[src/hdl/fpa_pkg.sv]
// Shared types, codes and helpers for the fixed-point ALU.
package fpa_pkg;

  typedef enum logic [3:0] {
    CMD_ADD      = 4'd0,
    CMD_SUB      = 4'd1,
    CMD_MUL      = 4'd2,
    CMD_DIV      = 4'd3,
    CMD_INC      = 4'd4,
    CMD_DEC      = 4'd5,
    CMD_MIN      = 4'd6,
    CMD_MAX      = 4'd7,
    CMD_FROM_INT = 4'd8,
    CMD_TO_INT   = 4'd9
  } fpa_cmd_t;

  localparam int unsigned DIV_STEPS = 33;
  localparam logic [31:0] RAW_MAX   = 32'h7FFF_FFFF;
  localparam logic [31:0] RAW_MIN   = 32'h8000_0000;

  // Sideband that rides along the divider stages.
  typedef struct packed {
    logic [31:0] res;
    logic        err;
    logic        lt;
    logic        eq;
    logic        gt;
    logic        is_div;
    logic        dz;
    logic        ovf;
    logic        neg;
    logic        aneg;
  } fpa_side_t;

  // Restoring divider state.
  typedef struct packed {
    logic [31:0] rem;
    logic [31:0] den;
    logic [32:0] nbits;
    logic [32:0] quo;
  } fpa_div_t;

  // Saturate a 33-bit signed sum: {err, value}.
  function automatic logic [32:0] sat33(input logic [32:0] s);
    logic [32:0] r;
    if (s[32] != s[31]) begin
      r = {1'b1, (s[32] ? RAW_MIN : RAW_MAX)};
    end else begin
      r = {1'b0, s[31:0]};
    end
    return r;
  endfunction

endpackage

[src/hdl/fpa_back.sv]
// Quotient rounding, result select and output register.
module fpa_back
  import fpa_pkg::*;
(
  input  logic        clk,
  input  logic        rst_n,
  input  logic        en,
  input  logic        vld_in,
  input  fpa_side_t   side_in,
  input  fpa_div_t    div_in,
  output logic        out_valid,
  output logic [35:0] out_data
);

  logic        vld_r;
  logic [35:0] data_r, data_nxt;
  logic        rnd;
  logic [33:0] qm;
  logic [31:0] res;
  logic        err;

  always_comb begin
    rnd = ({div_in.rem, 1'b0} >= {1'b0, div_in.den});
    qm  = {1'b0, div_in.quo} + {33'd0, rnd};
    res = side_in.res;
    err = side_in.err;
    if (side_in.is_div) begin
      err = 1'b0;
      if (side_in.dz) begin
        err = 1'b1;
        res = side_in.aneg ? RAW_MIN : RAW_MAX;
      end else if (side_in.neg) begin
        if (side_in.ovf || qm > 34'h0_8000_0000) begin
          err = 1'b1;
          res = RAW_MIN;
        end else begin
          res = 32'(-qm);
        end
      end else begin
        if (side_in.ovf || qm > 34'h0_7FFF_FFFF) begin
          err = 1'b1;
          res = RAW_MAX;
        end else begin
          res = qm[31:0];
        end
      end
    end
    data_nxt = {err, side_in.gt, side_in.eq, side_in.lt, res};
  end

  always_ff @(posedge clk) begin
    if (!rst_n) begin
      vld_r <= 1'b0;
    end else if (en) begin
      vld_r <= vld_in;
    end
  end

  always_ff @(posedge clk) begin
    if (en) begin
      data_r <= data_nxt;
    end
  end

  assign out_valid = vld_r;
  assign out_data  = data_r;

endmodule
[config.mk]
export PLATFORM = sky130hd
export DESIGN_NAME = fpa_back
export DESIGN_NICKNAME = d
export VERILOG_FILES = /design/src/hdl/fpa_pkg.sv /design/src/hdl/fpa_back.sv
export SDC_FILE = /design/constraint.sdc
export NUM_CORES = 1
export LEC_CHECK = 0
export BUFFER_PORTS_ARGS = -buffer_cell sky130_fd_sc_hd__buf_4
export CAP_MARGIN = 20
export CORE_MARGIN = 5
export CORE_UTILIZATION = 45
export CTS_BUF_LIST = sky130_fd_sc_hd__clkbuf_16
export DETAILED_ROUTE_END_ITERATION = 12
export PLACE_DENSITY_LB_ADDON = 0.3
export SKIP_CTS_REPAIR_TIMING = 1
export SLEW_MARGIN = 40
export SYNTH_ARGS = -nofsm -noshare
export SYNTH_HDL_FRONTEND = slang
export SYNTH_SLANG_ARGS = --single-unit
[constraint.sdc]
create_clock -name clk -period 6.7 [get_ports clk]
set_input_delay 1.34 -clock clk [delete_from_list [all_inputs] [get_ports clk]]
set_output_delay 1.34 -clock clk [all_outputs]
set_load 0.02 [all_outputs]
==> impl_metrics.yaml <==
run_status:
  outcome: "finished, final reports clean"
timing:
  tightest_slew_ns: 0.7625
  fin_crit_sh: 0.9142
  max-slew-margin-rel: 0.4916
  skew_ns: 0
  rsz0062_at_grt: "no"
  setup_viol: 0
  fmax_mhz: 163.3
  hold_violations: 0
  period_needed_ns: 6.125
  fin_tns_setup_ns: 0
  drv_slew: 0
clocking:
  cts_tree: "done"
  clk_latency_ns: 0.27
  cts_buffer_depth: 2
  root_buffer: "clkbuf_16"
  path_clk_slew_ns: 0.05
  clock-sinks: 37
  cts_buffers: 5
  cts_max_level: 2
routing:
  wirelength_mm: 13.38
  viasPerCell: 5.563
  first_pass_iters: 4
  routed.top_layer: "met4"
  drtIter0Drc: 229
  dr_wl_met2_mm: 6.191
  wl_met1_mm: 5.958
  post_drt_wl_per_cell_um: 15.43
  ant_nets: 0
  vias: 4823
  dr_wl_met3_mm: 1.100
  drc_errors: 0
pwr:
  p_switching_mw: 0.2458
  internal_power_mw: 0.5601
  p_sw_frac: 0.3050
  seq_power_share: 0.357
  clkPwrFrac: 0.267
  ir_drop_mv: 0.1336
  power.leakage_nw: 2.638
  pwr_density_cell_mw_per_mm2: 130.6
  combPwrFrac: 0.376
  power_mw: 0.8059
global_route:
  antenna_found_initial: 0
  gr-total-overflow: 0
  grt_pass1_vias: 4691
  grt_pass1_wl_mm: 21.89
  grt_max_degree: 42
  grt_usage: 0.2062
min_path:
  hold_class: "reg -> reg"
floorplan:
  die-area_sq_mm: 0.01236
  start_util: 0.4545
  die_w_um: 111.2
  core_sq_mm: 0.01014
  dieHeight_um: 111.2
  row_count: 37
  io_pins: 212
placed_design:
  numPlacedInstances: 859
  io_buffers: 178
  hpwl_mm: 11.01
  gp_congestion: 0.8300
logic_synthesis:
  async_flop_share: 0
  synthCells: 569
  synth_warnings: 0
  synth_area_sq_mm: 0.004608
  synth-seq-area-share: 0.2389
  ys.flop_type: "edfxtp_1"
  syn-num-nets: 780
  synthTopCellsByArea: "edfxtp_1 23%, ha_1 9.8%, xnor2_1 6.3%"
  synth_edf_count: 36
  yosys.area.top_type: "edfxtp_1"
  post_synth_num_cell_types: 71
  synth_top_area_frac: 0.2346
  ys_seq_elements: 37
  avgSynthCellArea_sq_um: 8.099
final_layout:
  drive_above_1_share: 0.3023
  nets: 941
  syn2layout_area_growth_pct: 33.89
  diodes: 0
  fin_cells: 867
  mostFrequentLayoutCells: "188 x buf_4, 54 x nor2_1, 41 x a21oi_1"
  final_common_cell: "buf_4"
worst_setup_path:
  cp.required_ns: 6.82
  critPathLaunchType: "input pin"
  crit_type: "in -> reg"
  cp.arrival_ns: 6.24
  end_kind: "register"
  critPathMaxFanout: 16
run:
  cap_viol_max_count: 0
## synth_stat cells (9+ instances only)
master    number
ha_1          36
inv_1         38
a21oi_1       41
o21ai_1        9
buf_2         11
nand2_1       35
nand3_1       27
o21ai_0       21
nor3_1        21
o211a_1       12
nor2_1        54
clkbuf_1      18
edfxtp_1      36
nand4_1       20
xor2_1        21
xnor2_1       33
## sequential cells by signal (all words and copies together), names as in the netlist
signal,cells
out_data,36
out_valid,1
## routing by layer
| layer | GRT usage | up-vias |
|---|---|---|
| met3 | 0.04858 | 10 |
| met5 | 0 | - |
| met2 | 0.3386 | 189 |
| met1 | 0.2785 | 2204 |
| met4 | 0.03974 | 0 |
| li1 | - | 2420 |
## cells by family (layout without fill, tap and decap cells)
logic type | after synthesis | in the layout | synth area share
AOI/OAI and AO/OA | 144 | 144 | 0.2254
xor gates and xnor gates | 54 | 54 | 0.1026
adders and majority gates | 36 | 36 | 0.09775
buffers and inverters | 73 | 235 | 0.06679
DFF | 37 | 37 | 0.2389
muxes | 2 | 2 | 0.004344
and+or+nand+nor | 223 | 223 | 0.2642
## power groups by stage
stage	logic [mW]	clock network (mW)	registers [mW]
floorplan	0.135	0	0.322
global placement	0.294	0	0.292
detailed placement	0.302	0	0.292
CTS	0.304	0.218	0.288
global route	0.333	0.226	0.290
finish	0.303	0.215	0.288
## cell type report
| type | instances | area [sq um] |
|---|---|---|
| Clock buffer | 5 | 125.1 |
| Clock inverter | 3 | 12.51 |
| Fill cell | 924 | 3969 |
| Inverter | 39 | 146.4 |
| Multi-Input combinational cell | 459 | 3203 |
| Sequential cell | 37 | 1101 |
| Tap cell | 136 | 170.2 |
| Timing Repair Buffer | 188 | 1411 |
## per-stage QoR
stage	hold WS, ns	utilization	cell area, sq um	worst slack (ns)
after floorplan	0.5893	-	4608	1.150
after global placement	0.4990	0.5946	6028	0.3566
after detailed placement	0.5299	0.5950	6032	0.2741
after CTS	0.5383	0.6085	6170	0.5306
after global routing	0.5615	0.6085	6170	0.1286
final	0.5342	0.6085	6170	0.5750
## path summary, 6_finish.rpt
kind | cells after the start | slack, ns | to | from
worst min-delay path | 2 | 0.53 | out_valid$_SDFFE_PN0P_ | out_valid$_SDFFE_PN0P_
worst max-delay path | 23 | 0.58 | out_data[4]$_DFFE_PP_ | div_in[67]
worst min register to register | 2 | 0.53 | out_valid$_SDFFE_PN0P_ | out_valid$_SDFFE_PN0P_
worst max register to register | 2 | 6.10 | out_valid$_SDFFE_PN0P_ | out_valid$_SDFFE_PN0P_
## worst max-delay path, stage by stage
cell	delay [ns]
buf_4	0.07
inv_1	0.03
ha_1	0.27
nor2b_1	0.13
o21a_1	0.16
o21a_1	0.16
o21ai_0	0.14
nand2b_1	0.08
a21oi_1	0.18
nor3_1	0.08
o31ai_1	0.24
nand3_1	0.11
ha_1	0.29
ha_1	0.35
or2_2	0.35
nor3_1	0.12
o21ai_0	0.15
a21oi_1	0.28
nand4_1	0.34
nor2_2	0.32
a41o_1	0.54
o311ai_0	0.28
a21oi_1	0.23
(Power assumes the default switching activity.)
