[config.mk]
export PLATFORM = sky130hd
export DESIGN_NAME = fpa_div_step
export DESIGN_NICKNAME = d
export VERILOG_FILES = /design/src/hdl/fpa_pkg.sv /design/src/hdl/fpa_div_step.sv
export SDC_FILE = /design/constraint.sdc
export NUM_CORES = 1
export LEC_CHECK = 0
export ABC_AREA = 1
export BUFFER_PORTS_ARGS = -buffer_cell sky130_fd_sc_hd__buf_2
export CORE_ASPECT_RATIO = 0.75
export CORE_MARGIN = 3
export CORE_UTILIZATION = 43
export DETAILED_ROUTE_END_ITERATION = 6
export PLACE_DENSITY = 0.82
export SLEW_MARGIN = 0
export SYNTH_ARGS = -nofsm -noshare
export SYNTH_HDL_FRONTEND = slang
export SYNTH_SLANG_ARGS = --single-unit
[constraint.sdc]
create_clock -name clk -period 6.15 [get_ports clk]
set_clock_uncertainty 0.1 [all_clocks]
set_input_delay 0.9225 -clock clk [delete_from_list [all_inputs] [get_ports clk]]
set_output_delay 0.9225 -clock clk [all_outputs]
set_load 0.1 [all_outputs]
[src/hdl/fpa_pkg.sv]
// Shared types, codes and helpers for the fixed-point ALU.
package fpa_pkg;

  typedef enum logic [3:0] {
    CMD_ADD      = 4'd0,
    CMD_SUB      = 4'd1,
    CMD_MUL      = 4'd2,
    CMD_DIV      = 4'd3,
    CMD_INC      = 4'd4,
    CMD_DEC      = 4'd5,
    CMD_MIN      = 4'd6,
    CMD_MAX      = 4'd7,
    CMD_FROM_INT = 4'd8,
    CMD_TO_INT   = 4'd9
  } fpa_cmd_t;

  localparam int unsigned DIV_STEPS = 33;
  localparam logic [31:0] RAW_MAX   = 32'h7FFF_FFFF;
  localparam logic [31:0] RAW_MIN   = 32'h8000_0000;

  // Sideband that rides along the divider stages.
  typedef struct packed {
    logic [31:0] res;
    logic        err;
    logic        lt;
    logic        eq;
    logic        gt;
    logic        is_div;
    logic        dz;
    logic        ovf;
    logic        neg;
    logic        aneg;
  } fpa_side_t;

  // Restoring divider state.
  typedef struct packed {
    logic [31:0] rem;
    logic [31:0] den;
    logic [32:0] nbits;
    logic [32:0] quo;
  } fpa_div_t;

  // Saturate a 33-bit signed sum: {err, value}.
  function automatic logic [32:0] sat33(input logic [32:0] s);
    logic [32:0] r;
    if (s[32] != s[31]) begin
      r = {1'b1, (s[32] ? RAW_MIN : RAW_MAX)};
    end else begin
      r = {1'b0, s[31:0]};
    end
    return r;
  endfunction

endpackage

[src/hdl/fpa_div_step.sv]
// One quotient bit of the pipelined restoring divider.
module fpa_div_step
  import fpa_pkg::*;
(
  input  logic      clk,
  input  logic      rst_n,
  input  logic      en,
  input  logic      vld_in,
  input  fpa_side_t side_in,
  input  fpa_div_t  div_in,
  output logic      vld_out,
  output fpa_side_t side_out,
  output fpa_div_t  div_out
);

  logic      vld_r;
  fpa_side_t side_r;
  fpa_div_t  div_r, div_nxt;
  logic [32:0] t;
  logic        ge;

  always_comb begin
    t       = {div_in.rem, div_in.nbits[32]};
    ge      = (t >= {1'b0, div_in.den});
    div_nxt = div_in;
    div_nxt.rem   = ge ? 32'(t - {1'b0, div_in.den}) : t[31:0];
    div_nxt.nbits = {div_in.nbits[31:0], 1'b0};
    div_nxt.quo   = {div_in.quo[31:0], ge};
  end

  always_ff @(posedge clk) begin
    if (!rst_n) begin
      vld_r <= 1'b0;
    end else if (en) begin
      vld_r <= vld_in;
    end
  end

  always_ff @(posedge clk) begin
    if (en) begin
      side_r <= side_in;
      div_r  <= div_nxt;
    end
  end

  assign vld_out  = vld_r;
  assign side_out = side_r;
  assign div_out  = div_r;

endmodule

==> out/qor.log <==
INFO  outcome        status=completed
INFO  power          report.power.total=3.777mW
INFO  critical_path  worstPathRequired=6.23ns
INFO  critical_path  path_depth=13
INFO  cts            cts_post_setup_buffers_inserted=0
INFO  sta            timing.final.hold_violations=0
INFO  placed_design  port_buffers=344
INFO  floorplanning  core_rows=43
INFO  routing        detailed_route_via_count=6827
INFO  sta            fin_tns_setup=0ns
INFO  routing        routed_via_density=4.748
INFO  grt            grt_antenna_before_repair=3
INFO  floorplanning  top_level_ports=347
INFO  synthesis      synthCells=823
INFO  cells_and_area drive_gt1_frac=0.3370
INFO  critical_path  critical_path.reg2reg.endpoint=vld_out$_SDFFE_PN0P_
INFO  grt            global_route.usage.met3=0.05701
INFO  routing        detail_route.wirelength=24330um
INFO  critical_path  critPathKind=input port to register
INFO  sta            period_share=0.5254
INFO  power          combPwrFrac=0.337
INFO  routing        route.antenna.remaining_nets=0
INFO  synthesis      netlist.top_cell.by_area=sky130_fd_sc_hd__edfxtp_1
INFO  sta            period_minus_slack=3.231ns
INFO  synthesis      yosys_warnings=0
INFO  routing        first_pass_iters=5
INFO  critical_path  worstSetupEndpointType=register
INFO  cts            cts_hold_buffers=0
INFO  grt            globalRoute.totalOverflow=0
INFO  routing        dr.first_iter.drc_count=612
INFO  cells_and_area fillerInstances=1681
INFO  floorplanning  design.core.area=18720um2
INFO  critical_path  worstReg2RegStart=vld_out$_SDFFE_PN0P_
INFO  sta            slew_viol_final=0
INFO  power          power.sequential.fraction=0.380
INFO  sta            rsz_0062_raised_after_global_routing=false
INFO  sta            fmax=0.3095GHz
INFO  cts            htree_num_levels=4
INFO  cells_and_area layout.cells.most_common=sky130_fd_sc_hd__buf_2
INFO  floorplanning  initial_core_util=0.4439
INFO  critical_path  worstSetupStartpointType=input port
INFO  min_path       hold-path-endpoint=vld_out$_SDFFE_PN0P_
INFO  cts            cts_buffer_depth=2
INFO  power          p_per_area=347.5nW/um2
INFO  min_path       worstHoldStart=vld_out$_SDFFE_PN0P_
INFO  critical_path  critical_path_peak_fanout=35
INFO  sta            tightestPinTransition=0.9378ns
INFO  min_path       holdCritPathClass=register to register
INFO  synthesis      synth.distinct_cells=29
INFO  grt            globalRoute.busiestLayer=met2
INFO  floorplanning  fp.dieH=126.4um
INFO  grt            grtUsageTotal=0.2247
INFO  job            max_cap_violations=0
INFO  sta            setup-violations-final=0
INFO  power          pwr-share-clk=0.283
INFO  critical_path  rrSetupSlack=5.34ns
INFO  cts            cts.root.buffer_cell=sky130_fd_sc_hd__clkbuf_16
INFO  critical_path  crit_path_frequent_cell=sky130_fd_sc_hd__nand2_1
INFO  routing        remaining_routing_drc_violations=0
INFO  cts            cts-buffers-inserted=17
INFO  cts            cts.sinks=171
INFO  synthesis      syn_nets=1031
INFO  cts            cts.reportedPaths.clkPinSlew=0.07ns
INFO  placed_design  placed_cells_incl_taps=1405
INFO  synthesis      syn-cell-area=8310um2
INFO  synthesis      syn-mean-instance-area=10.10um2
INFO  synthesis      ys_seq_elements=171
INFO  critical_path  cp_top_family=simple AND/OR/NAND/NOR gates
INFO  floorplanning  chip_width=166.5um
INFO  sta            worst_rel_slew_slack=0.3733
INFO  power          net-switching-power=1.613mW
INFO  min_path       timing.hold.worst_path_depth=2
INFO  grt            pin_count_of_the_biggest_net_entering_global_routing=86
INFO  grt            globalRouteMet2Util=0.3812
INFO  power          cell_internal_pwr=2.164mW
INFO  grt            global_route.usage.met1=0.2985
INFO  critical_path  critical_path.n_buffers_inverters=3
INFO  power          peakVddDrop=0.0001813V
INFO  grt            vias_in_the_first_global_route=6600
INFO  power          power.static_leakage=5.476nW
INFO  cells_and_area area_delta_synth_final=30.80%
INFO  synthesis      ys_top_cells_by_area=sky130_fd_sc_hd__edfxtp_1, sky130_fd_sc_hd__nand2_1, sky130_fd_sc_hd__inv_1
INFO  power          p_sw_frac=0.4271
INFO  synthesis      synth-seq-area-share=0.6167
INFO  synthesis      synthDominantCellAreaShare=0.6143
INFO  placed_design  dp_hpwl=19100um
INFO  routing        post_drt_wl_per_cell=16.92um
INFO  grt            wire_length_of_the_first_global_routing_pass=36590um
INFO  placed_design  globalplace.congestion=0.8758
INFO  cts            worst_skew_pair.late_latency=0.42ns
INFO  cells_and_area most-common-layout-cells=sky130_fd_sc_hd__buf_2, sky130_fd_sc_hd__nand2_1, sky130_fd_sc_hd__edfxtp_1
INFO  cells_and_area nets=1385
INFO  critical_path  worst_path_cell_trace=buf_2, inv_1, ha_1, nand2_1, inv_1, nand2_1, nand2_1, a21oi_1, nand2_1, nor2_4, nand2_8, nand3_1, nand2_1
INFO  floorplanning  floorplan.die_area=21050um2
INFO  critical_path  data_arrival_time_of_the_critical_path=3.31ns
INFO  cts            total_of_cells_resized_after_clock_tree_synthesis=0
INFO  critical_path  r2r_cells=2
INFO  cts            tritoncts=yes
INFO  critical_path  slowest_stage=sky130_fd_sc_hd__nor2_4
INFO  critical_path  longest_individual_stage_delay_on_the_worst_path=0.70ns
INFO  cells_and_area final_cell_count_no_fill=1438
INFO  sta            worst_hold_slack=0.4988ns
cell type report:
cell class	instances	area [um2]	area share
antenna	1	2.502	0.0002302
inverter	151	566.8	0.05214
timing repair buffer	346	1743	0.1603
sequential	171	5125	0.4715
clock inverter	15	173.9	0.01600
tap	247	309.0	0.02843
clock buffer	17	425.4	0.03913
multi-input combinational	490	2525	0.2323
cell families after synthesis:
group | Yosys count | share of synthesized area
other cells | 1 | 0.0004512
flops | 171 | 0.6167
simple gates | 415 | 0.2212
xor+xnor | 14 | 0.01475
fa+ha+maj | 33 | 0.05059
compound gates | 27 | 0.01686
buf+inv | 162 | 0.07949
cell usage after synthesis:
master,count
sky130_fd_sc_hd__edfxtp_1,170
sky130_fd_sc_hd__nand3_1,56
sky130_fd_sc_hd__a21oi_1,22
sky130_fd_sc_hd__nand3_2,11
sky130_fd_sc_hd__nor3_2,3
sky130_fd_sc_hd__a21o_1,2
sky130_fd_sc_hd__ha_1,32
sky130_fd_sc_hd__xnor2_1,1
sky130_fd_sc_hd__buf_4,1
sky130_fd_sc_hd__nor2_2,3
sky130_fd_sc_hd__nor2_4,1
sky130_fd_sc_hd__o21ai_0,3
sky130_fd_sc_hd__nand4_1,3
sky130_fd_sc_hd__nand2_2,3
sky130_fd_sc_hd__and2_1,8
sky130_fd_sc_hd__buf_6,1
sky130_fd_sc_hd__nand2_8,1
sky130_fd_sc_hd__fa_1,1
sky130_fd_sc_hd__buf_12,2
sky130_fd_sc_hd__nand2_4,1
sky130_fd_sc_hd__dfxtp_1,1
sky130_fd_sc_hd__nor3_1,6
sky130_fd_sc_hd__conb_1,1
sky130_fd_sc_hd__buf_2,7
sky130_fd_sc_hd__inv_1,151
sky130_fd_sc_hd__xor2_1,13
sky130_fd_sc_hd__nand3b_1,11
sky130_fd_sc_hd__nand2_1,274
sky130_fd_sc_hd__nor2_1,34
power by group through the flow:
stage | registers, mW | clock network [mW] | logic [mW]
floorplan | 2.24 | 0 | 0.244
finish | 1.43 | 1.07 | 1.27
CTS | 1.44 | 1.09 | 1.28
detailed placement | 1.46 | 0 | 1.27
global placement | 1.45 | 0 | 1.26
global route | 1.44 | 1.14 | 1.33
how the worst max path moves through the flow:
stage	startpoint	end	slack [ns]
global route	div_in[93]	div_out[126]$_DFFE_PP_	2.72
global placement	div_in[93]	div_out[125]$_DFFE_PP_	2.55
finish	div_in[93]	div_out[125]$_DFFE_PP_	2.92
floorplan	div_in[65]	div_out[114]$_DFFE_PP_	3.51
detailed placement	div_in[93]	div_out[125]$_DFFE_PP_	2.48
CTS	div_in[93]	div_out[125]$_DFFE_PP_	2.94
layer usage:
layer / part of all wire / vias to the layer above
met5: 0.0015 / -
met4: 0.0099 / 6
met3: 0.064 / 29
met2: 0.48 / 248
met1: 0.45 / 3172
li1: - / 3372
registers in the layout (all words and copies together), names as in the netlist:
| register | count |
|---|---|
| div_out | 129 |
| side_out | 41 |
| vld_out | 1 |
tightest hold or removal path: stages (launching register included):
cell                      delay, ns
sky130_fd_sc_hd__dfxtp_1       0.32
sky130_fd_sc_hd__o21ai_0       0.18
sky130_fd_sc_hd__a21oi_1       0.05
per-stage QoR:
step           instance area, um2  worst slack [ns]  utilization
2_1_floorplan                8310             3.513            -
3_3_place_gp                10270             2.547       0.5485
3_5_place_dp                10270             2.480       0.5485
4_1_cts                     10870             2.940       0.5805
5_1_grt                     10870             2.724       0.5805
6_report                    10870             2.919       0.5806
(Power assumes the default switching activity.)
