### config.mk
export PLATFORM = sky130hd
export DESIGN_NAME = fpa_front
export DESIGN_NICKNAME = d
export VERILOG_FILES = /design/src/hdl/fpa_pkg.sv /design/src/hdl/fpa_front.sv
export SDC_FILE = /design/constraint.sdc
export NUM_CORES = 2
export LEC_CHECK = 0
export BUFFER_PORTS_ARGS = -buffer_cell sky130_fd_sc_hd__clkbuf_2
export CORE_MARGIN = 2
export CORE_UTILIZATION = 35
export CTS_CLUSTER_SIZE = 30
export DETAILED_ROUTE_END_ITERATION = 10
export SLEW_MARGIN = 20
export SYNTH_ARGS = -nofsm -noshare
export SYNTH_HDL_FRONTEND = slang
export SYNTH_SLANG_ARGS = --single-unit
### constraint.sdc
create_clock -name clk -period 11.1 [get_ports clk]
set_input_delay 1.11 -clock clk [delete_from_list [all_inputs] [get_ports clk]]
set_output_delay 1.11 -clock clk [all_outputs]
set_load 0.005 [all_outputs]
### src/hdl/fpa_pkg.sv
// Shared types, codes and helpers for the fixed-point ALU.
package fpa_pkg;

  typedef enum logic [3:0] {
    CMD_ADD      = 4'd0,
    CMD_SUB      = 4'd1,
    CMD_MUL      = 4'd2,
    CMD_DIV      = 4'd3,
    CMD_INC      = 4'd4,
    CMD_DEC      = 4'd5,
    CMD_MIN      = 4'd6,
    CMD_MAX      = 4'd7,
    CMD_FROM_INT = 4'd8,
    CMD_TO_INT   = 4'd9
  } fpa_cmd_t;

  localparam int unsigned DIV_STEPS = 33;
  localparam logic [31:0] RAW_MAX   = 32'h7FFF_FFFF;
  localparam logic [31:0] RAW_MIN   = 32'h8000_0000;

  // Sideband that rides along the divider stages.
  typedef struct packed {
    logic [31:0] res;
    logic        err;
    logic        lt;
    logic        eq;
    logic        gt;
    logic        is_div;
    logic        dz;
    logic        ovf;
    logic        neg;
    logic        aneg;
  } fpa_side_t;

  // Restoring divider state.
  typedef struct packed {
    logic [31:0] rem;
    logic [31:0] den;
    logic [32:0] nbits;
    logic [32:0] quo;
  } fpa_div_t;

  // Saturate a 33-bit signed sum: {err, value}.
  function automatic logic [32:0] sat33(input logic [32:0] s);
    logic [32:0] r;
    if (s[32] != s[31]) begin
      r = {1'b1, (s[32] ? RAW_MIN : RAW_MAX)};
    end else begin
      r = {1'b0, s[31:0]};
    end
    return r;
  endfunction

endpackage

### src/hdl/fpa_front.sv
// Decode, simple ops, multiplier and divider setup (two stages).
module fpa_front
  import fpa_pkg::*;
#(
  parameter int unsigned FRAC_BITS = 8
) (
  input  logic        clk,
  input  logic        rst_n,
  input  logic        en,
  input  logic        in_valid,
  input  logic [3:0]  command,
  input  logic [31:0] operand_a,
  input  logic [31:0] operand_b,
  output logic        s2_valid,
  output fpa_side_t   s2_side,
  output fpa_div_t    s2_div
);

  logic               v1_r;
  fpa_side_t          side1_r, side1_nxt;
  fpa_div_t           div1_r, div1_nxt;
  logic signed [63:0] prod1_r, prod1_nxt;
  logic               v2_r;
  fpa_side_t          side2_r, side2_nxt;
  fpa_div_t           div2_r;

  logic [31:0] a_mag, b_mag;
  logic [64:0] numx;
  logic [32:0] r_add, r_sub, r_inc, r_dec;
  logic [31:0] fi_hi;
  logic        fi_fits;
  logic        lt, gt;

  always_comb begin
    a_mag   = operand_a[31] ? 32'(-operand_a) : operand_a;
    b_mag   = operand_b[31] ? 32'(-operand_b) : operand_b;
    numx    = {33'd0, a_mag} << FRAC_BITS;
    r_add   = sat33({operand_a[31], operand_a} + {operand_b[31], operand_b});
    r_sub   = sat33({operand_a[31], operand_a} - {operand_b[31], operand_b});
    r_inc   = sat33({operand_a[31], operand_a} + 33'd1);
    r_dec   = sat33({operand_a[31], operand_a} - 33'd1);
    fi_hi   = 32'($signed(operand_a) >>> (31 - FRAC_BITS));
    fi_fits = (fi_hi == 32'd0) || (fi_hi == '1);
    lt      = $signed(operand_a) < $signed(operand_b);
    gt      = $signed(operand_a) > $signed(operand_b);

    prod1_nxt = $signed(operand_a) * $signed(operand_b);

    side1_nxt        = '0;
    side1_nxt.lt     = lt;
    side1_nxt.gt     = gt;
    side1_nxt.eq     = (operand_a == operand_b);
    side1_nxt.dz     = (operand_b == 32'd0);
    side1_nxt.ovf    = (numx[64:33] >= b_mag);
    side1_nxt.neg    = operand_a[31] ^ operand_b[31];
    side1_nxt.aneg   = operand_a[31];

    case (command)
      CMD_ADD:      {side1_nxt.err, side1_nxt.res} = r_add;
      CMD_SUB:      {side1_nxt.err, side1_nxt.res} = r_sub;
      CMD_MUL:      side1_nxt.res = '0;
      CMD_DIV:      side1_nxt.is_div = 1'b1;
      CMD_INC:      {side1_nxt.err, side1_nxt.res} = r_inc;
      CMD_DEC:      {side1_nxt.err, side1_nxt.res} = r_dec;
      CMD_MIN:      side1_nxt.res = lt ? operand_a : operand_b;
      CMD_MAX:      side1_nxt.res = gt ? operand_a : operand_b;
      CMD_FROM_INT: begin
        side1_nxt.err = !fi_fits;
        side1_nxt.res = fi_fits ? (operand_a << FRAC_BITS)
                                : (operand_a[31] ? RAW_MIN : RAW_MAX);
      end
      CMD_TO_INT:   side1_nxt.res = 32'($signed(operand_a) >>> FRAC_BITS);
      default: begin
        side1_nxt.res = '0;
        side1_nxt.err = 1'b1;
      end
    endcase

    div1_nxt.rem   = numx[64:33];
    div1_nxt.den   = b_mag;
    div1_nxt.nbits = numx[32:0];
    div1_nxt.quo   = '0;
  end

  // mul flag kept aside: side.res holds nothing useful for mul until stage 2
  logic is_mul1_r;

  always_ff @(posedge clk) begin
    if (!rst_n) begin
      v1_r <= 1'b0;
      v2_r <= 1'b0;
    end else if (en) begin
      v1_r <= in_valid;
      v2_r <= v1_r;
    end
  end

  always_ff @(posedge clk) begin
    if (en) begin
      side1_r   <= side1_nxt;
      div1_r    <= div1_nxt;
      prod1_r   <= prod1_nxt;
      is_mul1_r <= (command == CMD_MUL);
      side2_r   <= side2_nxt;
      div2_r    <= div1_r;
    end
  end

  // stage 2: round-half-away and saturate the product
  logic [63:0] pmag, prnd, pm;

  always_comb begin
    pmag      = prod1_r[63] ? 64'(-prod1_r) : 64'(prod1_r);
    prnd      = pmag + (64'd1 << (FRAC_BITS - 1));
    pm        = prnd >> FRAC_BITS;
    side2_nxt = side1_r;
    if (is_mul1_r) begin
      if (prod1_r[63]) begin
        if (pm > 64'h8000_0000) begin
          side2_nxt.res = RAW_MIN;
          side2_nxt.err = 1'b1;
        end else begin
          side2_nxt.res = 32'(-pm);
        end
      end else begin
        if (pm > 64'h7FFF_FFFF) begin
          side2_nxt.res = RAW_MAX;
          side2_nxt.err = 1'b1;
        end else begin
          side2_nxt.res = pm[31:0];
        end
      end
    end
  end

  assign s2_valid = v2_r;
  assign s2_side  = side2_r;
  assign s2_div   = div2_r;

endmodule

==> key figures <==
Outcome
  • Status: completed

Job
  • Max-cap viol count: 0

Synth
  • Largest area contributor in the netlist: fa_1
  • Ys async rst share: 0
  • Mapped cell area: 57600 sq um
  • Post-synth top cells: 1107 x inv_1, 1084 x fa_1, 658 x nand2_1
  • Synth Warn #: 0
  • Top-count cell post-synth: inv_1
  • Cell variety after synth: 98
  • EDFF count, synth: around 280
  • Synth Instances: between 6000 and 7000
  • Ranking of synthesized cells by area: fa_1 38%, edfxtp_1 14%, inv_1 7.2%, ha_1 5.7%, nand2_1 4.3%
  • Top FF cell, synth: edfxtp_1
  • #FFs+latches synth: around 280
  • Average cell area after synthesis: around 9.1 sq um
  • Sequential-to-total area share from yosys stat: 0.144
  • Top cell type's share of synthesized area: 0.377

Floorplan
  • Initial Utilization: 0.353
  • DIE HEIGHT: between 400 and 500 um
  • Total I/O pin count: about 240
  • DIE WIDTH: 410 um
  • Core Box Area: between 150000 and 200000 sq um
  • Die footprint: roughly 170000 sq um
  • FP Rows: 148

GRT
  • Initial antenna violation count: 9
  • Vias in the first global route: 47600
  • Pin count of the biggest net entering global routing: 89
  • First-pass GRT wire length: around 310 mm
  • Global route overflow: 0
  • GR Util All Layers: 0.251

Critical path
  • Reg-to-Reg End: s2_side[36]
  • R2R setup slack: around 3.4 ns
  • CP arrival: a little over 10 ns
  • R2R Path Start: prod1_r[5]
  • Worst R2R Path Depth: 14
  • CP endpoint kind: flip-flop
  • Max FO, Critical Path: 19
  • Critical path type: in -> reg
  • Worst Setup Start Kind: input pin
  • CP required: 11.44 ns

Worst hold path
  • Hold path endpoint: s2_div[50]
  • Worst Hold Class: reg -> reg
  • Hold path depth: 0
  • HP Start: div1_r[50]

STA
  • Slew margin rel.: 0.192
  • Slew @ Worst Pin: between 1 and 1.5 ns
  • RSZ-0062 raised after global routing: no
  • Period utilization: 0.898
  • Worst Clk Skew: 0.0153 ns
  • Fin. max-slew vios: 0
  • Final setup fails: 0
  • Fmax: 100 MHz
  • Setup ws final: ~1.1 ns
  • Crit path time final: 9.97 ns
  • Count of final hold-check violations: 0
  • TNS Setup: 0 ns

Finish
  • Ratio of cells with drive above 1 in the final layout: 0.0745
  • Number of fill cells in the layout: 16500
  • Util after Layout: 0.380
  • NumNets Final: about 7800
  • Syn-to-layout area delta: 7.63%

Clocking
  • Post_cts resized: 0
  • Clk slew on worst S/H paths: around 0.060 ns
  • CTS tree: done
  • Skew-Pair Late Insertion Delay: around 0.6 ns
  • Hold bufs inserted after CTS: 0
  • Number of H-tree levels: 2
  • Clock root buffer: clkbuf_16
  • Clock buffer count from CTS: 34
  • Post-CTS setup buffers: 0
  • Total clock sinks: roughly 280
  • Maximum root-to-sink buffer count: 3

Route
  • Vias per inst: 5.48
  • Routed Antenna Nets: 0
  • Final wirelength: 212 mm
  • Average wire per standard cell: approximately 25 um
  • # DRC: 0
  • Routed vias: around 47000
  • Drt pass-1 iters: 6
  • DRT iter0 DRCs: ~5000

Place
  • Dpl ws: around 0.69 ns
  • Dpl hpwl: 171 mm
  • Port Buffers: approximately 180
  • Final Wtd Congestion: a little over 1
per-stage QoR:
step	std cells	hold WS, ns	cell area, sq um
after floorplan	6378	0.400	57800
after global placement	8475	0.401	60900
after detailed placement	8475	0.405	60900
after CTS	8537	0.417	61900
after global routing	8540	0.421	62000
final	8544	0.417	62000
cell families after synthesis:
group                      after synthesis  share of synthesized area
AOI/OAI and AO/OA                      833                     0.0947
xor gates and xnor gates               323                     0.0496
DFF                                    277                      0.144
adders and majority gates             1347                      0.434
buffers and inverters                 1547                      0.106
other                                    1                  0.0000651
muxes                                   26                    0.00472
and+or+nand+nor                       1959                      0.167
worst max path at each step:
stage	startpoint	endpoint	slack [ns]	cells past startpoint
6_report	operand_b[5]	prod1_r[60]	1.13	28
5_1_grt	operand_b[5]	prod1_r[60]	0.53	28
4_1_cts	operand_b[5]	prod1_r[60]	1.28	28
3_5_place_dp	operand_b[5]	prod1_r[60]	0.69	28
3_3_place_gp	operand_a[12]	prod1_r[60]	0.85	27
2_1_floorplan	operand_a[15]	prod1_r[60]	1.68	31
critical path, stage by stage:
cell,delay (ns)
clkbuf_2,0.36
buf_4,0.37
inv_1,0.12
nor2_1,0.32
fa_1,0.50
fa_1,0.50
fa_1,0.51
inv_1,0.05
fa_1,0.50
inv_1,0.06
fa_1,0.49
fa_1,0.58
fa_1,0.43
fa_1,0.58
ha_1,0.40
and3_1,0.31
nor4b_1,0.45
and4_1,0.26
a2111oi_1,0.09
buf_4,0.18
o21ai_0,0.36
a211oi_1,0.21
o21a_1,0.28
o2111ai_1,0.31
nand3_1,0.15
o21ai_0,0.39
nor4b_1,0.11
a211o_1,0.29
per-layer routing:
layer  part of all wire  routed length [um]  track usage  up-vias
met1               0.39               83300        0.329    24000
met5                  0                   0            0        -
met4              0.061               12900        0.124        0
li1                   -                   -            -    19900
met3              0.085               18100       0.0432      507
met2               0.46               97500        0.399     2447
cell type report:
cell class	instances	area, sq um	share of cell area
clock inverter	21	183	0.00295
multi-input combinational	4554	43500	0.701
tap	2175	2720	0.0439
antenna	7	17.5	0.000283
timing repair buffer	349	2190	0.0354
sequential	277	8300	0.134
inverter	1120	4200	0.0678
clock buffer	41	887	0.0143
flip-flops by register name, summed over array words and instances, names as in the netlist:
| name | count |
|---|---|
| side1_r | 41 |
| prod1_r | 64 |
| s2_valid | 1 |
| s2_div | 64 |
| is_mul1_r | 1 |
| s2_side | 41 |
| div1_r | 64 |
| v1_r | 1 |
layout by cell type (no fill, tap or decap), types with 14 or more instances in the layout:
master | Yosys | layout
inv_1 | 1107 | 1107
fa_1 | 1084 | 1084
nand2_1 | 658 | 658
nor2_1 | 402 | 401
and2_1 | 377 | 377
edfxtp_1 | 275 | 275
ha_1 | 262 | 262
xnor2_1 | 232 | 231
o21ai_0 | 224 | 224
a21oi_1 | 193 | 193
clkbuf_2 | 0 | 176
buf_4 | 68 | 171
nand3_1 | 95 | 95
xor2_1 | 88 | 88
nor3_1 | 81 | 79
a21o_1 | 70 | 70
conb_1 | 1 | 66
or3_1 | 52 | 52
nand4_1 | 51 | 51
nand2b_1 | 43 | 43
nor4_1 | 37 | 37
and3_1 | 34 | 34
clkbuf_16 | 0 | 34
o31ai_1 | 31 | 31
or4_1 | 29 | 29
o21bai_1 | 29 | 29
o211ai_1 | 27 | 27
or2_2 | 26 | 26
a211oi_1 | 26 | 26
a31oi_1 | 24 | 23
nor2b_1 | 21 | 21
clkinv_1 | 12 | 20
o41ai_1 | 18 | 18
mux2i_1 | 17 | 17
a221oi_1 | 16 | 16
o21a_1 | 14 | 14
Power is left out: the tool's default activity adds up to more than one toggle a clock period on the data nets, which glitch-free logic cannot reach.
